## src/hw/rtl/edsim_pkg.sv

```systemverilog
`timescale 1ns / 1ps
// ----------------------------------------------------------------------------
// edsim_pkg
// Shared types, constants and helpers for the edit-distance similarity block.
// ----------------------------------------------------------------------------
package edsim_pkg;

	localparam int MAX_QUERY_DEF = 64;
	localparam int COST_W        = 16;
	localparam int SIM_W         = 17;
	localparam int CHAR_W        = 8;
	localparam int DIV_STEPS     = 16;
	localparam int DIV_CNT_W     = 5;

	localparam logic [COST_W-1:0] CAND_MAX     = 16'hFFFF;
	localparam logic [SIM_W-1:0]  Q16_ONE      = 17'h10000;
	localparam logic [SIM_W-1:0]  THRESH_RESET = 17'd39322;

	// register index, taken from paddr[2]
	localparam logic REG_MATCH_THRESHOLD = 1'b0;

	typedef enum logic [1:0] {
		REQ_CLEAR  = 2'd0,
		REQ_APPEND = 2'd1,
		REQ_CHAR   = 2'd2,
		REQ_END    = 2'd3
	} req_t;

	// one wavefront travelling along the row of cells
	typedef struct packed {
		logic              valid;
		logic              mark;   // end-of-candidate marker
		logic [CHAR_W-1:0] ch;
		logic [COST_W-1:0] left;   // new cost of the cell to the left
		logic [COST_W-1:0] diag;   // old cost of the cell to the left
	} edsim_wave_t;

	// row-wide control
	typedef struct packed {
		logic              restart; // reload costs, drop waves in flight
		logic              clear;   // forget the query
		logic              load;    // append a query character
		logic [CHAR_W-1:0] ch;
	} edsim_ctl_t;

	function automatic logic [CHAR_W-1:0] fold_case(input logic [CHAR_W-1:0] c);
		logic [CHAR_W-1:0] r;
		r = c;
		if (c >= 8'h41 && c <= 8'h5A) begin
			r = c + 8'h20;
		end
		return r;
	endfunction

endpackage

```

## src/hw/rtl/edsim_div.sv

```systemverilog
`timescale 1ns / 1ps
// ----------------------------------------------------------------------------
// edsim_div
// Restoring divider, one quotient bit a cycle: floor(num * 2^16 / den), num < den.
// ----------------------------------------------------------------------------
module edsim_div (
	input  logic                         clk,
	input  logic                         arst_n,
	input  logic                         start,
	input  logic [edsim_pkg::COST_W-1:0] num,
	input  logic [edsim_pkg::COST_W-1:0] den,
	output logic                         busy,
	output logic                         done,
	output logic [edsim_pkg::COST_W-1:0] quo
);

	logic [edsim_pkg::COST_W:0]      rem_q;
	logic [edsim_pkg::COST_W-1:0]    den_q;
	logic [edsim_pkg::COST_W-1:0]    quo_q;
	logic [edsim_pkg::DIV_CNT_W-1:0] cnt_q;
	logic                            busy_q;
	logic                            done_q;

	logic [edsim_pkg::COST_W:0] rem2;
	logic                       fits;

	always_comb begin
		rem2 = {rem_q[edsim_pkg::COST_W-1:0], 1'b0};
		fits = rem2 >= {1'b0, den_q};
	end

	always_ff @(posedge clk or negedge arst_n) begin
		if (!arst_n) begin
			busy_q <= 1'b0;
			done_q <= 1'b0;
			cnt_q  <= '0;
		end else begin
			done_q <= 1'b0;
			if (start) begin
				busy_q <= 1'b1;
				cnt_q  <= edsim_pkg::DIV_CNT_W'(edsim_pkg::DIV_STEPS);
			end else if (busy_q) begin
				cnt_q <= cnt_q - 1'b1;
				if (cnt_q == edsim_pkg::DIV_CNT_W'(1)) begin
					busy_q <= 1'b0;
					done_q <= 1'b1;
				end
			end
		end
	end

	always_ff @(posedge clk) begin
		if (start) begin
			rem_q <= {1'b0, num};
			den_q <= den;
			quo_q <= '0;
		end else if (busy_q) begin
			rem_q <= fits ? (rem2 - {1'b0, den_q}) : rem2;
			quo_q <= {quo_q[edsim_pkg::COST_W-2:0], fits};
		end
	end

	assign busy = busy_q;
	assign done = done_q;
	assign quo  = quo_q;

endmodule

```

## config.mk

```make
export PLATFORM = sky130hd
export DESIGN_NAME = edsim_div
export DESIGN_NICKNAME = d
export VERILOG_FILES = /design/src/hw/rtl/edsim_pkg.sv /design/src/hw/rtl/edsim_div.sv
export SDC_FILE = /design/constraint.sdc
export NUM_CORES = 1
export LEC_CHECK = 0
export ABC_AREA = 1
export BUFFER_PORTS_ARGS = -buffer_cell sky130_fd_sc_hd__buf_2
export CORE_MARGIN = 10
export CORE_UTILIZATION = 49
export DETAILED_ROUTE_END_ITERATION = 12
export GPL_ROUTABILITY_DRIVEN = 0
export PLACE_DENSITY = 0.75
export RECOVER_POWER = 50
export SLEW_MARGIN = 20
export SYNTH_ARGS = -nofsm -noshare
export SYNTH_HDL_FRONTEND = slang
export SYNTH_SLANG_ARGS = --single-unit
```

## constraint.sdc

```tcl
create_clock -name clk -period 1.95 [get_ports clk]
set_input_delay 0.195 -clock clk [delete_from_list [all_inputs] [get_ports clk]]
set_output_delay 0.195 -clock clk [all_outputs]
set_load 0.1 [all_outputs]
```

==> impl_metrics.env <==
export IMPL_outcome="finished with violations"
export IMPL_violations="setup timing"
export IMPL_layout_setup_ws_ns=-0.06723
export IMPL_stdcell_area_um2=4599
export IMPL_timing_worst_setup_path_type="reg -> reg"
export IMPL_cts_sinks=55
export IMPL_root_buf_cell="sky130_fd_sc_hd__clkbuf_8"
export IMPL_total_leakage_power_nw=2.280
export IMPL_switchingPower_w=0.002807
export IMPL_critPathRequiredTime_ns=2.04
export IMPL_cp_start_kind="register"
export IMPL_core_area_um2=6869
export IMPL_p_int_w=0.003676
export IMPL_synth_seq_cells=55
export IMPL_drt_wl_total_um=8849
export IMPL_vias=3172
export IMPL_setup_viol=14
export IMPL_synthToLayoutAreaGrowth_pct=31.43
export IMPL_synth_simple_gate_area_share=0.3203
export IMPL_routed_via_density=4.949
export IMPL_drt_first_iter_violations=147
export IMPL_finalNetCount=598
export IMPL_syn_cell_area_um2=3500
export IMPL_grt_start_max_net_pins=34
export IMPL_synth_top_cells_by_count="119 x sky130_fd_sc_hd__nand2_1, 86 x sky130_fd_sc_hd__inv_1, 32 x sky130_fd_sc_hd__edfxtp_1"
export IMPL_synth_warning_count=0
export IMPL_drt_pre_antenna_iters=4
export IMPL_avg_cell_area_syn_um2=7.990
export IMPL_number_of_flops_mapped_to_enable_cells_by_yosys=32
export IMPL_postSynthCellCount=438
export IMPL_muxShareOfSynthArea=0
export IMPL_netlist_top_cells_area="sky130_fd_sc_hd__edfxtp_1 27%, sky130_fd_sc_hd__nand2_1 13%, sky130_fd_sc_hd__inv_1 9.2%"
export IMPL_max_slew_margin_rel=0.6394
export IMPL_synthesis_nets=492
export IMPL_floorplan_initialDensity=0.5095
export IMPL_chipWidth_um=104.5
export IMPL_post_synth_fa_ha_maj_area_fraction=0.07008
export IMPL_die_height_um=104.5
export IMPL_synthXorXnorAreaFrac=0.01502
export IMPL_tightestPinTransition_ns=0.5396
export IMPL_fmax_mhz=495.7
export IMPL_n_fill_cell=562
export IMPL_antenna_found_initial=0
export IMPL_top_level_ports=53
export IMPL_via_count_of_the_first_global_routing_pass=3411
export IMPL_ys_async_sr_fraction=0.1273
export IMPL_synth_ff_type="sky130_fd_sc_hd__edfxtp_1"
export IMPL_port_buffer_count=52
export IMPL_antenna_violating_nets_post_route=0
export IMPL_clock_latency_ns=0.33
export IMPL_synth_top_family_by_area="simple AND/OR/NAND/NOR gates"
export IMPL_place_area_um2=4164
export IMPL_antenna_diode_count=0
export IMPL_placement_rows=30
export IMPL_final_period_utilization=1.034
export IMPL_tritoncts="yes"
export IMPL_global_route_overflow_total=0
export IMPL_finalCriticalPeriod_ns=2.017
export IMPL_critical_path_max_fanout=8
export IMPL_synth_most_common_cell="sky130_fd_sc_hd__nand2_1"
export IMPL_yosys_cell_types_count=34
export IMPL_clock_tree_buffer_depth=2
export IMPL_fin_worst_skew_ns=0.01555
export IMPL_maxCapViolations=0
export IMPL_first_pass_grt_wire_length_um=15260
export IMPL_globalRouteTotalUtil=0.1652
export IMPL_post_route_cells_drive_above_1_share=0.3706
export IMPL_worst_hold_slack_ns=0.03262
export IMPL_routed_wire_length_per_instance_um=13.80
export IMPL_swShare=0.4330
export IMPL_place_hpwl_um=6555
export IMPL_hold_viol_final=0
export IMPL_power_share_clock=0.105
export IMPL_power_share_sequential=0.264
export IMPL_synth_yosys_seq_area_share=0.4162
export IMPL_hp_class="in -> reg"
export IMPL_timing_final_max_slew_violations=0
export IMPL_synth_compound_area_share=0.05434
export IMPL_route_detailed_drc=0
export IMPL_logic_pwr_share=0.631
export IMPL_design_die_area_um2=10920
export IMPL_post_synth_top_area_cell="sky130_fd_sc_hd__edfxtp_1"
export IMPL_cts_made_buffers=5
export IMPL_cts_htree_levels=2
export IMPL_timing_critical_path_to_type="register"
export IMPL_setup_repair_after_global_routing_missed_its_margin="true"
export IMPL_cp_data_arrival_time_ns=2.10
export IMPL_netlist_area_leader_share=0.2746
export IMPL_worst_ir_drop_vdd_uv=816.1
export IMPL_pwr_density_cell_nw_per_um2=1409
export IMPL_path_clk_slew_ns=0.12
-- cells in the final DEF, fill, tap and decap left out, drive strengths merged --
cell / count
xor2: 2
or2: 1
clkbuf: 8
o22ai: 15
a21oi: 10
ha: 18
nor4: 1
nor2: 22
dfxtp: 16
dlygate4sd3: 1
clkinv: 2
and2: 1
nand4: 6
buf: 105
edfxtp: 32
o21ai: 7
o21bai: 1
nand2: 141
dfrtp: 7
nand3b: 11
xnor2: 4
nor3: 3
fa: 1
nand3: 40
inv: 90
-- power groups by stage --
stage / clock network [W] / logic, W / registers, W
finish: 0.000681 / 0.00409 / 0.00171
CTS: 0.000696 / 0.00397 / 0.00172
global placement: 0 / 0.00340 / 0.00165
detailed placement: 0 / 0.00350 / 0.00166
floorplan: 0 / 0.00229 / 0.00178
global route: 0.000741 / 0.00452 / 0.00174
-- cell families after synthesis --
group,after synthesis
AOI/OAI and AO/OA,33
DFF,55
adders and majority gates,19
xor gates and xnor gates,6
and+or+nand+nor,226
buffers and inverters,99
-- timing repair --
action                     4_1_cts  5_1_grt
hold buffers                     1        0
hold endpoints to repair         7        0
buffers inserted                 4        1
pin swaps                        7       20
resized for setup               44        9
setup endpoints to repair       17       17
-- stage by stage --
stage | total power (W) | worst slack, ns | utilization | std cells | TNS [ns]
after floorplan | 0.004066 | 0.06607 | - | 438 | 0
after global placement | 0.005052 | -0.05558 | 0.6062 | 627 | -0.5678
after detailed placement | 0.005159 | -0.1375 | 0.6062 | 627 | -1.553
after CTS | 0.006379 | -0.009599 | 0.6645 | 640 | -0.02270
after global routing | 0.007003 | -0.1519 | 0.6696 | 641 | -1.758
final | 0.006483 | -0.06723 | 0.6696 | 641 | -0.3444
-- sequential cells by signal, summed over array words and instances, names as in the netlist --
| register | count |
|---|---|
| cnt_q | 5 |
| done | 1 |
| den_q | 16 |
| quo | 16 |
| rem_q | 16 |
| busy | 1 |
-- layer usage --
layer,global-route usage,up-vias,wire [um]
li1,-,1598,-
met1,0.1875,1468,3722
met2,0.2919,86,4384
met3,0.04337,20,562
met4,0.05567,0,179
met5,0,-,0
-- worst paths after layout --
check | start | cells past startpoint | end | slack [ns]
max | den_q[1] | 12 | rem_q[4] | -0.07
min in group asynchronous | arst_n | 2 | cnt_q[2] | 0.28
max reg2reg | den_q[1] | 12 | rem_q[4] | -0.07
min reg2reg | cnt_q[3] | 1 | cnt_q[3] | 0.48
max in group asynchronous | arst_n | 2 | cnt_q[4] | 1.39
min | den[3] | 1 | den_q[3] | 0.03
-- critical path: stages (launching register included) --
cell and delay, ns:
sky130_fd_sc_hd__edfxtp_1 0.43, sky130_fd_sc_hd__inv_2 0.09, sky130_fd_sc_hd__ha_4 0.21, sky130_fd_sc_hd__ha_4 0.16
sky130_fd_sc_hd__nand2_2 0.05, sky130_fd_sc_hd__nor2_2 0.04, sky130_fd_sc_hd__nand3_2 0.09, sky130_fd_sc_hd__nor2_4 0.04
sky130_fd_sc_hd__nor2_4 0.22, sky130_fd_sc_hd__buf_6 0.19, sky130_fd_sc_hd__nand3b_1 0.12, sky130_fd_sc_hd__nand3_2 0.10
sky130_fd_sc_hd__nand2_2 0.04
-- final cells by class --
cell class	instances	area (um^2)	area share
Sequential cell	55	1456	0.3166
Tap cell	96	120.1	0.02612
Clock buffer	5	68.82	0.01496
Inverter	89	334.1	0.07263
Timing Repair Buffer	109	700.7	0.1523
Multi-Input combinational cell	284	1897	0.4124
Clock inverter	3	22.52	0.004897
Power figures use the tool's default switching activity.
